==> src/hw/rtl/emt_pkg.sv <==
package emt_pkg;

  localparam int unsigned MaxExtentsDefault = 16;
  localparam int unsigned ResultLimit       = 16;
  localparam int unsigned CountW            = 5;
  localparam int unsigned LenW              = 15;
  localparam logic [15:0] LenMax            = 16'h7FFF;

  typedef enum logic [1:0] {
    CMD_INSERT = 2'd0,
    CMD_LOOKUP = 2'd1,
    CMD_TRIM   = 2'd2,
    CMD_NONE   = 2'd3
  } cmd_t;

  typedef enum logic [1:0] {
    ST_OK      = 2'd0,
    ST_OVERLAP = 2'd1,
    ST_FULL    = 2'd2,
    ST_BAD_LEN = 2'd3
  } status_t;

  typedef enum logic [2:0] {
    S_IDLE,
    S_SCAN,
    S_DO,
    S_LOOK,
    S_TCNT,
    S_TRUN,
    S_NULL
  } state_t;

  typedef enum logic [3:0] {
    OP_NOP,
    OP_LOAD,
    OP_INS_SCAN,
    OP_INS_DO,
    OP_LOOK,
    OP_TRIM_CNT,
    OP_TRIM_RUN,
    OP_NULL
  } op_t;

  typedef struct packed {
    logic scan_done;
    logic look_done;
    logic cnt_done;
    logic run_done;
    logic out_free;
  } dp_status_t;

endpackage

==> src/hw/rtl/emt_ctrl.sv <==
module emt_ctrl (
  input  logic                  clk,
  input  logic                  rst,
  input  logic                  in_valid,
  input  logic [1:0]            in_cmd,
  input  emt_pkg::dp_status_t   dp_st,
  output logic                  in_ready,
  output emt_pkg::op_t          op
);

  emt_pkg::state_t state, state_next;

  always_ff @(posedge clk) begin
    if (rst) begin
      state <= emt_pkg::S_IDLE;
    end else begin
      state <= state_next;
    end
  end

  always_comb begin
    state_next = state;
    case (state)
      emt_pkg::S_IDLE: begin
        if (in_valid) begin
          case (emt_pkg::cmd_t'(in_cmd))
            emt_pkg::CMD_INSERT: state_next = emt_pkg::S_SCAN;
            emt_pkg::CMD_LOOKUP: state_next = emt_pkg::S_LOOK;
            emt_pkg::CMD_TRIM:   state_next = emt_pkg::S_TCNT;
            default:             state_next = emt_pkg::S_NULL;
          endcase
        end
      end
      emt_pkg::S_SCAN: if (dp_st.scan_done) state_next = emt_pkg::S_DO;
      emt_pkg::S_DO:   if (dp_st.out_free) state_next = emt_pkg::S_IDLE;
      emt_pkg::S_LOOK: if (dp_st.out_free && dp_st.look_done) state_next = emt_pkg::S_IDLE;
      emt_pkg::S_TCNT: if (dp_st.cnt_done) state_next = emt_pkg::S_TRUN;
      emt_pkg::S_TRUN: if (dp_st.out_free && dp_st.run_done) state_next = emt_pkg::S_IDLE;
      emt_pkg::S_NULL: if (dp_st.out_free) state_next = emt_pkg::S_IDLE;
      default:         state_next = emt_pkg::S_IDLE;
    endcase
  end

  always_comb begin
    in_ready = 1'b0;
    op       = emt_pkg::OP_NOP;
    case (state)
      emt_pkg::S_IDLE: begin
        in_ready = 1'b1;
        if (in_valid) op = emt_pkg::OP_LOAD;
      end
      emt_pkg::S_SCAN: op = emt_pkg::OP_INS_SCAN;
      emt_pkg::S_DO:   if (dp_st.out_free) op = emt_pkg::OP_INS_DO;
      emt_pkg::S_LOOK: if (dp_st.out_free) op = emt_pkg::OP_LOOK;
      emt_pkg::S_TCNT: op = emt_pkg::OP_TRIM_CNT;
      emt_pkg::S_TRUN: if (dp_st.out_free) op = emt_pkg::OP_TRIM_RUN;
      emt_pkg::S_NULL: if (dp_st.out_free) op = emt_pkg::OP_NULL;
      default:         op = emt_pkg::OP_NOP;
    endcase
  end

endmodule

==> src/hw/rtl/emt_dpath.sv <==
module emt_dpath #(
  parameter int unsigned MAX_EXTENTS = emt_pkg::MaxExtentsDefault
) (
  input  logic                clk,
  input  logic                rst,
  input  emt_pkg::op_t        op,
  input  logic                cfg_we,
  input  logic [4:0]          cfg_wdata,
  input  logic [111:0]        in_data,
  input  logic                out_ready,
  output emt_pkg::dp_status_t dp_st,
  output logic                out_valid,
  output logic [55:0]         out_data,
  output logic                out_last
);

  localparam int unsigned Depth = (MAX_EXTENTS < emt_pkg::ResultLimit) ?
                                  MAX_EXTENTS : emt_pkg::ResultLimit;
  localparam int unsigned IW = $clog2(Depth);
  localparam int unsigned CW = emt_pkg::CountW;
  localparam int unsigned LW = emt_pkg::LenW;

  logic [31:0]   t_ls  [Depth];
  logic [31:0]   t_ps  [Depth];
  logic [LW-1:0] t_len [Depth];
  logic [CW-1:0] count;
  logic [4:0]    capacity;

  logic [31:0]   lb, pb, keep;
  logic [LW-1:0] len;
  logic [CW-1:0] idx, kc;
  logic          any_freed;

  logic [31:0]   l_ls, l_ps, r_ls, r_ps;
  logic [LW-1:0] l_len, r_len;
  logic          have_l, have_r;

  logic [1:0]    o_status;
  logic          o_found;
  logic [31:0]   o_mapped;
  logic [LW-1:0] o_freed;
  logic [CW-1:0] o_count;

  logic [IW-1:0] ri;
  logic          in_tab;
  logic [31:0]   c_ls, c_ps;
  logic [LW-1:0] c_len;
  logic [CW-1:0] eff_cap;

  assign ri     = idx[IW-1:0];
  assign in_tab = (idx < count);
  assign c_ls   = t_ls[ri];
  assign c_ps   = t_ps[ri];
  assign c_len  = t_len[ri];
  assign eff_cap = (capacity > CW'(Depth)) ? CW'(Depth) : capacity;

  // insert decision
  logic [32:0] l_end, l_pend, n_end, n_pend;
  logic [15:0] l_sum, r_sum;
  logic [16:0] b_sum;
  logic        ov_l, ov_r, l_ok, r_adj, both, r_ok;

  assign l_end  = {1'b0, l_ls} + 33'(l_len);
  assign l_pend = {1'b0, l_ps} + 33'(l_len);
  assign n_end  = {1'b0, lb} + 33'(len);
  assign n_pend = {1'b0, pb} + 33'(len);
  assign l_sum  = 16'(l_len) + 16'(len);
  assign r_sum  = 16'(r_len) + 16'(len);
  assign b_sum  = 17'(l_sum) + 17'(r_len);
  assign ov_l   = have_l && (l_end > {1'b0, lb});
  assign l_ok   = have_l && (l_end == {1'b0, lb}) && (l_pend == {1'b0, pb}) &&
                  (l_sum <= emt_pkg::LenMax);
  assign r_adj  = have_r && (n_end == {1'b0, r_ls}) && (n_pend == {1'b0, r_ps});
  assign both   = l_ok && r_adj && (b_sum <= 17'(emt_pkg::LenMax));
  assign ov_r   = have_r && (n_end > {1'b0, r_ls});
  assign r_ok   = r_adj && (r_sum <= emt_pkg::LenMax);

  // lookup and trim per entry
  logic [32:0]   c_end;
  logic          hit;
  logic [LW-1:0] keep_len;
  logic          freed;

  assign c_end = {1'b0, c_ls} + 33'(c_len);
  assign hit   = in_tab && (lb >= c_ls) && ({1'b0, lb} < c_end);

  always_comb begin
    if (c_ls >= keep) begin
      keep_len = '0;
    end else if (c_end > {1'b0, keep}) begin
      keep_len = LW'(keep - c_ls);
    end else begin
      keep_len = c_len;
    end
  end
  assign freed = (keep_len != c_len);

  // table write controls
  logic          shift_ins, shift_del, len_we, ent_we;
  logic [CW-1:0] w_pos, len_pos;
  logic [LW-1:0] len_val;
  logic [1:0]    ins_status;
  logic [CW-1:0] ins_count;

  always_comb begin
    shift_ins  = 1'b0;
    shift_del  = 1'b0;
    len_we     = 1'b0;
    ent_we     = 1'b0;
    w_pos      = idx;
    len_pos    = idx;
    len_val    = keep_len;
    ins_status = emt_pkg::ST_OK;
    ins_count  = count;
    if (op == emt_pkg::OP_INS_DO) begin
      if (len == '0) begin
        ins_status = emt_pkg::ST_BAD_LEN;
      end else if (ov_l) begin
        ins_status = emt_pkg::ST_OVERLAP;
      end else if (l_ok) begin
        len_we  = 1'b1;
        len_pos = idx - CW'(1);
        if (both) begin
          len_val   = b_sum[LW-1:0];
          shift_del = 1'b1;
          ins_count = count - CW'(1);
        end else begin
          len_val = l_sum[LW-1:0];
        end
      end else if (ov_r) begin
        ins_status = emt_pkg::ST_OVERLAP;
      end else if (r_ok) begin
        ent_we  = 1'b1;
        len_val = r_sum[LW-1:0];
      end else if (count >= eff_cap) begin
        ins_status = emt_pkg::ST_FULL;
      end else begin
        shift_ins = 1'b1;
        ins_count = count + CW'(1);
      end
    end else if (op == emt_pkg::OP_TRIM_RUN) begin
      len_we = in_tab && freed && (keep_len != '0);
    end
  end

  for (genvar j = 0; j < Depth; j++) begin : g_ent
    always_ff @(posedge clk) begin
      if (shift_ins && (CW'(j) > w_pos)) begin
        if (j > 0) begin
          t_ls[j]  <= t_ls[(j > 0) ? j - 1 : 0];
          t_ps[j]  <= t_ps[(j > 0) ? j - 1 : 0];
          t_len[j] <= t_len[(j > 0) ? j - 1 : 0];
        end
      end
      if ((shift_ins || ent_we) && (CW'(j) == w_pos)) begin
        t_ls[j]  <= lb;
        t_ps[j]  <= pb;
        t_len[j] <= shift_ins ? len : len_val;
      end
      if (shift_del && (CW'(j) >= w_pos) && (j + 1 < Depth)) begin
        t_ls[j]  <= t_ls[(j + 1 < Depth) ? j + 1 : j];
        t_ps[j]  <= t_ps[(j + 1 < Depth) ? j + 1 : j];
        t_len[j] <= t_len[(j + 1 < Depth) ? j + 1 : j];
      end
      if (len_we && (CW'(j) == len_pos)) begin
        t_len[j] <= len_val;
      end
    end
  end

  assign dp_st.scan_done = !(in_tab && (c_ls < lb));
  assign dp_st.look_done = !in_tab || hit;
  assign dp_st.cnt_done  = !in_tab;
  assign dp_st.run_done  = !in_tab;
  assign dp_st.out_free  = !out_valid || out_ready;

  logic emit;
  assign emit = (op == emt_pkg::OP_INS_DO) || (op == emt_pkg::OP_NULL) ||
                ((op == emt_pkg::OP_LOOK) && dp_st.look_done) ||
                ((op == emt_pkg::OP_TRIM_RUN) && (in_tab ? freed : !any_freed));

  always_ff @(posedge clk) begin
    if (rst) begin
      count     <= '0;
      capacity  <= 5'd4;
      out_valid <= 1'b0;
    end else begin
      if (cfg_we) capacity <= cfg_wdata;
      if (emit) begin
        out_valid <= 1'b1;
      end else if (out_ready) begin
        out_valid <= 1'b0;
      end
      if (op == emt_pkg::OP_INS_DO) count <= ins_count;
      if ((op == emt_pkg::OP_TRIM_RUN) && !in_tab) count <= kc;
    end
  end

  always_ff @(posedge clk) begin
    case (op)
      emt_pkg::OP_LOAD: begin
        lb        <= in_data[31:0];
        pb        <= in_data[63:32];
        len       <= in_data[78:64];
        keep      <= in_data[110:79];
        idx       <= '0;
        kc        <= '0;
        any_freed <= 1'b0;
        have_l    <= 1'b0;
      end
      emt_pkg::OP_INS_SCAN: begin
        if (!dp_st.scan_done) begin
          l_ls   <= c_ls;
          l_ps   <= c_ps;
          l_len  <= c_len;
          have_l <= 1'b1;
          idx    <= idx + CW'(1);
        end else begin
          r_ls   <= c_ls;
          r_ps   <= c_ps;
          r_len  <= c_len;
          have_r <= in_tab;
        end
      end
      emt_pkg::OP_INS_DO: begin
        o_status <= ins_status;
        o_found  <= 1'b0;
        o_mapped <= '0;
        o_freed  <= '0;
        o_count  <= ins_count;
        out_last <= 1'b1;
      end
      emt_pkg::OP_LOOK: begin
        idx <= idx + CW'(1);
        if (dp_st.look_done) begin
          o_status <= emt_pkg::ST_OK;
          o_found  <= hit;
          o_mapped <= hit ? (c_ps + (lb - c_ls)) : '0;
          o_freed  <= '0;
          o_count  <= count;
          out_last <= 1'b1;
        end
      end
      emt_pkg::OP_TRIM_CNT: begin
        if (in_tab) begin
          if (c_ls < keep) kc <= kc + CW'(1);
          idx <= idx + CW'(1);
        end else begin
          idx <= '0;
        end
      end
      emt_pkg::OP_TRIM_RUN: begin
        if (in_tab) begin
          idx <= idx + CW'(1);
          if (freed) begin
            any_freed <= 1'b1;
            o_status  <= emt_pkg::ST_OK;
            o_found   <= 1'b0;
            o_mapped  <= c_ps + 32'(keep_len);
            o_freed   <= c_len - keep_len;
            o_count   <= kc;
            out_last  <= (idx == count - CW'(1));
          end
        end else if (!any_freed) begin
          o_status <= emt_pkg::ST_OK;
          o_found  <= 1'b0;
          o_mapped <= '0;
          o_freed  <= '0;
          o_count  <= kc;
          out_last <= 1'b1;
        end
      end
      emt_pkg::OP_NULL: begin
        o_status <= emt_pkg::ST_OK;
        o_found  <= 1'b0;
        o_mapped <= '0;
        o_freed  <= '0;
        o_count  <= count;
        out_last <= 1'b1;
      end
      default: begin
      end
    endcase
  end

  assign out_data = {1'b0, o_count, o_freed, o_mapped, o_found, o_status};

endmodule

==> src/hw/rtl/extent_map_table.sv <==
// Channel  Direction  Contents
// s_*      in         tuser: command; tdata: logical start, physical start,
//                     run_length_in, keep_count (lowest bits first)
// m_*      out        tdata: status, found, mapped_block, freed_length,
//                     entry_count_out; tlast: last
// cfg_*    in         table_capacity, written when cfg_we is high
//
// One command is in flight at a time; s_tready is high only while idle.
// Insert and lookup scan the extents held at one entry per cycle, the lookup
// scan only while the output register is free; trim makes a counting pass
// then a freeing pass over the entries held.
// rst is synchronous; it empties the table and sets the capacity to 4.
// A result beat waits in the output register; the lookup scan and the freeing
// pass hold on every entry while a previous beat has not been taken.
module extent_map_table #(
  parameter int unsigned MAX_EXTENTS = emt_pkg::MaxExtentsDefault
) (
  input  logic         clk,
  input  logic         rst,
  input  logic         cfg_we,
  input  logic [4:0]   cfg_wdata,   // table_capacity
  input  logic         s_tvalid,
  output logic         s_tready,
  input  logic [111:0] s_tdata,     // logical start, physical start, run_length_in,
                                    // keep_count
  input  logic [1:0]   s_tuser,     // command
  output logic         m_tvalid,
  input  logic         m_tready,
  output logic [55:0]  m_tdata,     // status, found, mapped_block, freed_length,
                                    // entry_count_out
  output logic         m_tlast
);

  emt_pkg::op_t        op;
  emt_pkg::dp_status_t dp_st;

  // sequence each command: scan, decide, emit beats
  emt_ctrl u_ctrl (
    .clk      (clk),
    .rst      (rst),
    .in_valid (s_tvalid),
    .in_cmd   (s_tuser),
    .dp_st    (dp_st),
    .in_ready (s_tready),
    .op       (op)
  );

  // table storage, compare logic and the output register
  emt_dpath #(
    .MAX_EXTENTS (MAX_EXTENTS)
  ) u_dpath (
    .clk       (clk),
    .rst       (rst),
    .op        (op),
    .cfg_we    (cfg_we),
    .cfg_wdata (cfg_wdata),
    .in_data   (s_tdata),
    .out_ready (m_tready),
    .dp_st     (dp_st),
    .out_valid (m_tvalid),
    .out_data  (m_tdata),
    .out_last  (m_tlast)
  );

endmodule
==> config.mk <==
export PLATFORM = sky130hd
export DESIGN_NAME = extent_map_table
export DESIGN_NICKNAME = d
export VERILOG_FILES = /design/src/hw/rtl/emt_pkg.sv /design/src/hw/rtl/emt_ctrl.sv /design/src/hw/rtl/emt_dpath.sv /design/src/hw/rtl/extent_map_table.sv
export SDC_FILE = /design/constraint.sdc
export NUM_CORES = 2
export LEC_CHECK = 0
export CAP_MARGIN = 20
export CORE_MARGIN = 1.5
export CORE_UTILIZATION = 25
export CTS_CLUSTER_SIZE = 14
export DETAILED_ROUTE_END_ITERATION = 7
export DONT_BUFFER_PORTS = 1
export PLACE_DENSITY_LB_ADDON = 0.15
export SYNTH_ARGS = -nofsm -noshare
export SYNTH_HDL_FRONTEND = slang
export SYNTH_SLANG_ARGS = --single-unit
==> constraint.sdc <==
create_clock -name clk -period 13.45 [get_ports clk]
set_input_delay 0.6725 -clock clk [delete_from_list [all_inputs] [get_ports clk]]
set_output_delay 0.6725 -clock clk [all_outputs]
set_load 0.05 [all_outputs]
Yosys cells after proc, flatten, opt, wreduce, memory -nomap -nowiden
Memories as Yosys holds them, arrays and structs flattened. A register that Yosys moved wholly into a read port is not among the register bits.
Cells that the tools add are included.
- bits in registers: 352
- bits in writable memories: 1264
- input port bits: 124
- output and inout port bits: 59
- logic and storage cells: 725
- memories: 3
- memories (name ; depth ; bits a word ; rd ports ; clocked after Yosys merged registers in ; wr ports ; line ; RTL):
    u_dpath.t_ls ; 16 ; 32 ; 17 ; 1 ; 16 ; emt_dpath.sv:23 ; logic [31:0] t_ls [Depth];
    u_dpath.t_ps ; 16 ; 32 ; 17 ; 1 ; 16 ; emt_dpath.sv:24 ; logic [31:0] t_ps [Depth];
    u_dpath.t_len ; 16 ; 15 ; 17 ; 1 ; 16 ; emt_dpath.sv:25 ; logic [LW-1:0] t_len [Depth];
- add/sub/neg operators: 18
- $lt $le $gt $ge: 44
- equality and inequality tests: 65
- muxes and demuxes: 347
- bitwise gates (word level): 107
- reductions and logical operators: 116
- operators with widths (kind ; count):
    two-way mux 32 bit ; 65
    two-way mux 15 bit ; 60
    adder 32 x 15 -> 33 bit ; 5
    two-way mux 1 bit ; 163
    == test 33 x 32 -> 1 bit ; 4
    two-way mux 5 bit ; 23
    OR 1 bit ; 106
    greater-than comparator 33 x 32 -> 1 bit ; 3
    one-hot mux 32 bit (3 select lines) ; 1
    logical AND 1 bit ; 82
    == test 4 x 5 -> 1 bit, first input constant ; 16
    >= comparator 32 bit ; 2
    less-than comparator 32 bit ; 2
    one-hot mux 15 bit (3 select lines) ; 1
    == test 3 x 5 -> 1 bit, first input constant ; 8
    greater-than comparator 4 x 5 -> 1 bit, first input constant ; 8
    >= comparator 4 x 5 -> 1 bit, first input constant ; 7
    less-than comparator 32 x 33 -> 1 bit ; 1
    adder 15 x 15 -> 16 bit ; 2
    adder 32 x 15 -> 32 bit ; 1
    adder 32 bit ; 1
    less-or-equal comparator 16 x 15 -> 1 bit, second input constant ; 2
    subtractor 32 bit ; 1
    subtractor 15 bit ; 2
    other kinds (57) ; 131

Longest topological paths before layout
- depth after elaboration: 18
- gate-level depth with buffers: 54
- mapped depth without buffers: 43

By module
A second synthesis with hierarchy kept.
- cell total of the unflattened synthesis: 9938
- area, all modules: 103322.8 sq um
- modules (own cells, without submodules) (module ; times used ; cells each ; area an instance (sq um) ; seq. area each (sq um)):
    emt_dpath ; 1 ; 9898 ; 103000.0 ; 48406.4
    emt_ctrl ; 1 ; 40 ; 322.8 ; 60.1

Worst setup path before layout
No wires, ideal clock.
- path kind: register to register
- from: register u_dpath.l_len[1]
- to: memory u_dpath.t_len[1][0] (netlist bit), enable pin
- library setup time: 0.340 ns
- data arrival time: 13.091 ns
- data required time: 13.110 ns
- slack: 0.019 ns
- cell stages (with the launch flop): 28
- buffers on the path: 2
- path through: edfxtp_1 -> ha_1 -> a21o_1 -> a21oi_1 -> o21bai_1 -> a21oi_1 -> o21bai_1 -> a21oi_1 -> nor2b_1 -> o21a_1 -> o41a_1 -> a21oi_1 -> o21bai_1 -> and2_1 -> o21ai_0 -> a21oi_1 -> ha_1 -> nand4_1 -> nor3_1 -> and3_1 -> a211oi_1 -> o31a_1 -> nor3_1 -> nand4_1 -> buf_2 -> buf_1 -> o41ai_1 -> or2_2
- RTL lines (item ; line ; RTL):
    start: declaration ; emt_dpath.sv:35 ; logic [LW-1:0] l_len, r_len;
    start signal: assignment ; emt_dpath.sv:215 ; l_len <= c_len;
    end: declaration ; emt_dpath.sv:25 ;

==> run metrics <==
VDD IR max=0.000274 V; WP data required=14,130 ps; Yosys Warn Count=0; Worst Hold Class=in2reg; I/O pin total=183; row cnt=236; crit path DAT=13,190 ps; syn nets=10,872; status=completed; Leak=42.1 nW; first-pass GRT wire length=734,000 um; critical path launch point type=flip-flop; synthesized flop and latch total=1,620; f_max=0.0799 GHz; max incr delay on CP=760 ps; synthesized area per cell=10.1 um^2; Final Slew Violations=0; Combinational Power Share=56.0%; WS Path Type=reg2reg; sequential share of the synthesized area=46.5%; Num CTS Buffers=202; clock latency on the worst-skew pair=960 ps; Cell Area, Placed=112,000 um^2; CP max-delay cell=dfxtp_4; area leader, netlist=edfxtp_1; total clock sinks=1,620; htree depth=4; Avg WL per Cell=33.9 um; routed vias/inst=5.80; total number of vias=92,178; maximum capacitance violations=0; top_reg_cell synth=edfxtp_1; Root Buffer=clkbuf_16; starting DRC count in detailed routing=12,306; largest net degree at the start of global routing=129; Reg clk slew, reported paths=70 ps; PortBufs=0; Clock power frac=19.6%; final worst path period need=12,510 ps; Synth Cell Area=104,000 um^2; fin crit share=93.0%; cell-internal power=14.9 mW; post-route antenna net violation count=0; synth top area cells=edfxtp_1 46%, mux4_2 8.2%, nor2_1 6.0%; Yosys cell types=112; core footprint=414,000 um^2; Final Skew=56.1 ps; TNS Setup=0 ps; Slew @ Worst Pin=1240 ps; total detailed-routing wirelength=538,000 um; most instantiated cells after synthesis=1,661 x nor2_1, 1,602 x edfxtp_1, 1,166 x nand2_1; R2R setup slack=940 ps; Synth Instances=10,301; Die H=649 um; Hold Violations, Final=0; relative slew slack=17.6%; full die area=421,000 um^2; Global Route Usage Sum=24.8%; Net Switching=13.7 mW; CTS tree=done; Sw Ratio=48.0%; post_cts resized=0; top-count cell post-synth=nor2_1; number of setup violations in the final report=0; Routability Congestion=0.929; Post-Place Cells=15,377; ys async rst share=0%; initial antenna violation count=67; residual DRC count=0; Area growth, synth to finish=14.8%; fin area=120,000 um^2; top-area cell type share of the netlist area=46.2%; Die Wd=649 um; overflow left after global routing=0; Worst Setup End Kind=flip-flop; Hold Slack=105 ps; pwr/cell area=239 nW/um^2; Sequential Power Share=24.3%; top fanout value on the critical path=24; vias in the first global route=88,975; RSZ-0062 raised after global routing=false; drt first pass iters=8; Initial Util=25.2%; EDFF count, synth=1,602; nets=10,806; Max Root-Sink Buffers=4; layout cells sized above 1=11.7%; DP Wirelength=363,000 um; post-route non-filler standard cell count=15,885; setup bufs post-CTS=0
-- cell families (layout without fill, tap and decap cells) --
group                      count (synthesis)  count (layout)  synth area share (%)
AOI/OAI and AO/OA                       2588            2588                  15.8
other                                      1              14               0.00360
DFF                                     1620            1620                  46.5
buffers and inverters                   1108            1205                  4.18
and+or+nand+nor                         3637            3637                  14.9
xor gates and xnor gates                 295             295                  2.48
muxes                                    605             605                  10.4
adders and majority gates                447             447                  5.67
-- power groups by stage --
stage	Clock [mW]	Sequential (mW)	Combinational, mW
floorplan	0	6.79	9.43
global placement	0	7.04	15.5
detailed placement	0	7.05	15.6
CTS	5.71	6.95	15.7
global route	5.86	6.99	16.9
finish	5.61	6.96	16.0
-- layer usage --
layer | global-route usage (%) | wire (um)
met4 | 12.3 | 29800
met5 | 0 | 176
met2 | 39.3 | 243000
met3 | 4.75 | 47700
met1 | 32.2 | 218000
-- flip-flops by register name, summed over array words and instances, names as in the netlist, 15 cells and up, named ones only --
| signal | flops |
|---|---|
| u_dpath.t_ls | 512 |
| u_dpath.t_ps | 512 |
| u_dpath.t_len | 240 |
| u_dpath.keep | 32 |
| u_dpath.l_ls | 32 |
| u_dpath.l_ps | 32 |
| u_dpath.lb | 32 |
| u_dpath.o_mapped | 32 |
| u_dpath.pb | 32 |
| u_dpath.r_ls | 32 |
| u_dpath.r_ps | 32 |
| u_dpath.l_len | 15 |
| u_dpath.len | 15 |
| u_dpath.o_freed | 15 |
| u_dpath.r_len | 15 |
-- critical path, delay by kind of cell (launching register included) --
family / cells / cell delay (ps)
compound gates: 20 / 4760
simple gates: 9 / 2650
buf+inv: 6 / 1330
mux: 2 / 1260
fa+ha+maj: 3 / 1110
flops: 1 / 760
xor+xnor: 2 / 290
-- through the flow --
stage / util [%] / setup slack (ps) / total power [mW]
finish: 28.9 / 939 / 28.6
global route: 28.9 / 438 / 29.8
CTS: 28.9 / 1200 / 28.4
detailed placement: 27.0 / 1200 / 22.7
global placement: 27.0 / 1160 / 22.6
floorplan: - / 18.9 / 16.2
-- repair_timing --
item                                    in CTS  in global routing
endpoints found under the setup margin       0                  0
hold endpoints to repair                   125                  0
hold buffers                               123                  0
-- path summary, 6_finish.rpt --
kind / from / end / cells after the start
min reg2reg: u_dpath.t_ls[0][31]$_DFFE_PP_ / u_dpath.t_ls[1][31]$_DFFE_PP_ / 2
max reg2reg: flip-flop / u_dpath.o_mapped[31]$_DFFE_PP_ / 42
max: flip-flop / u_dpath.o_mapped[31]$_DFFE_PP_ / 42
min: s_tvalid / u_dpath.any_freed$_DFFE_PP_ / 2
-- cell type report --
class,instances,area [um^2]
Antenna cell,13,32.5
Clock buffer,249,5270
Clock inverter,118,1200
Fill cell,42965,294000
Inverter,346,1310
Multi-Input combinational cell,7573,52000
Sequential cell,1620,48500
Tap cell,5474,6850
Timing Repair Buffer,492,4440
-- cells in the final DEF, fill, tap and decap left out, types with 123 or more instances in the layout --
cell type      Yosys  final
dlygate4sd3_1      0    123
edfxtp_1        1602   1602
ha_1             405    405
nand3_1          154    138
clkbuf_16          0    203
mux2i_1          213    213
xnor2_1          192    192
o22ai_1          547    547
inv_1            333    332
a31oi_1          225    225
nor2_1          1661   1652
o21ai_0          440    433
a21oi_1          546    543
mux4_2           380    380
nand2_1         1166   1151
buf_4             15    334
(Power assumes the default switching activity.)
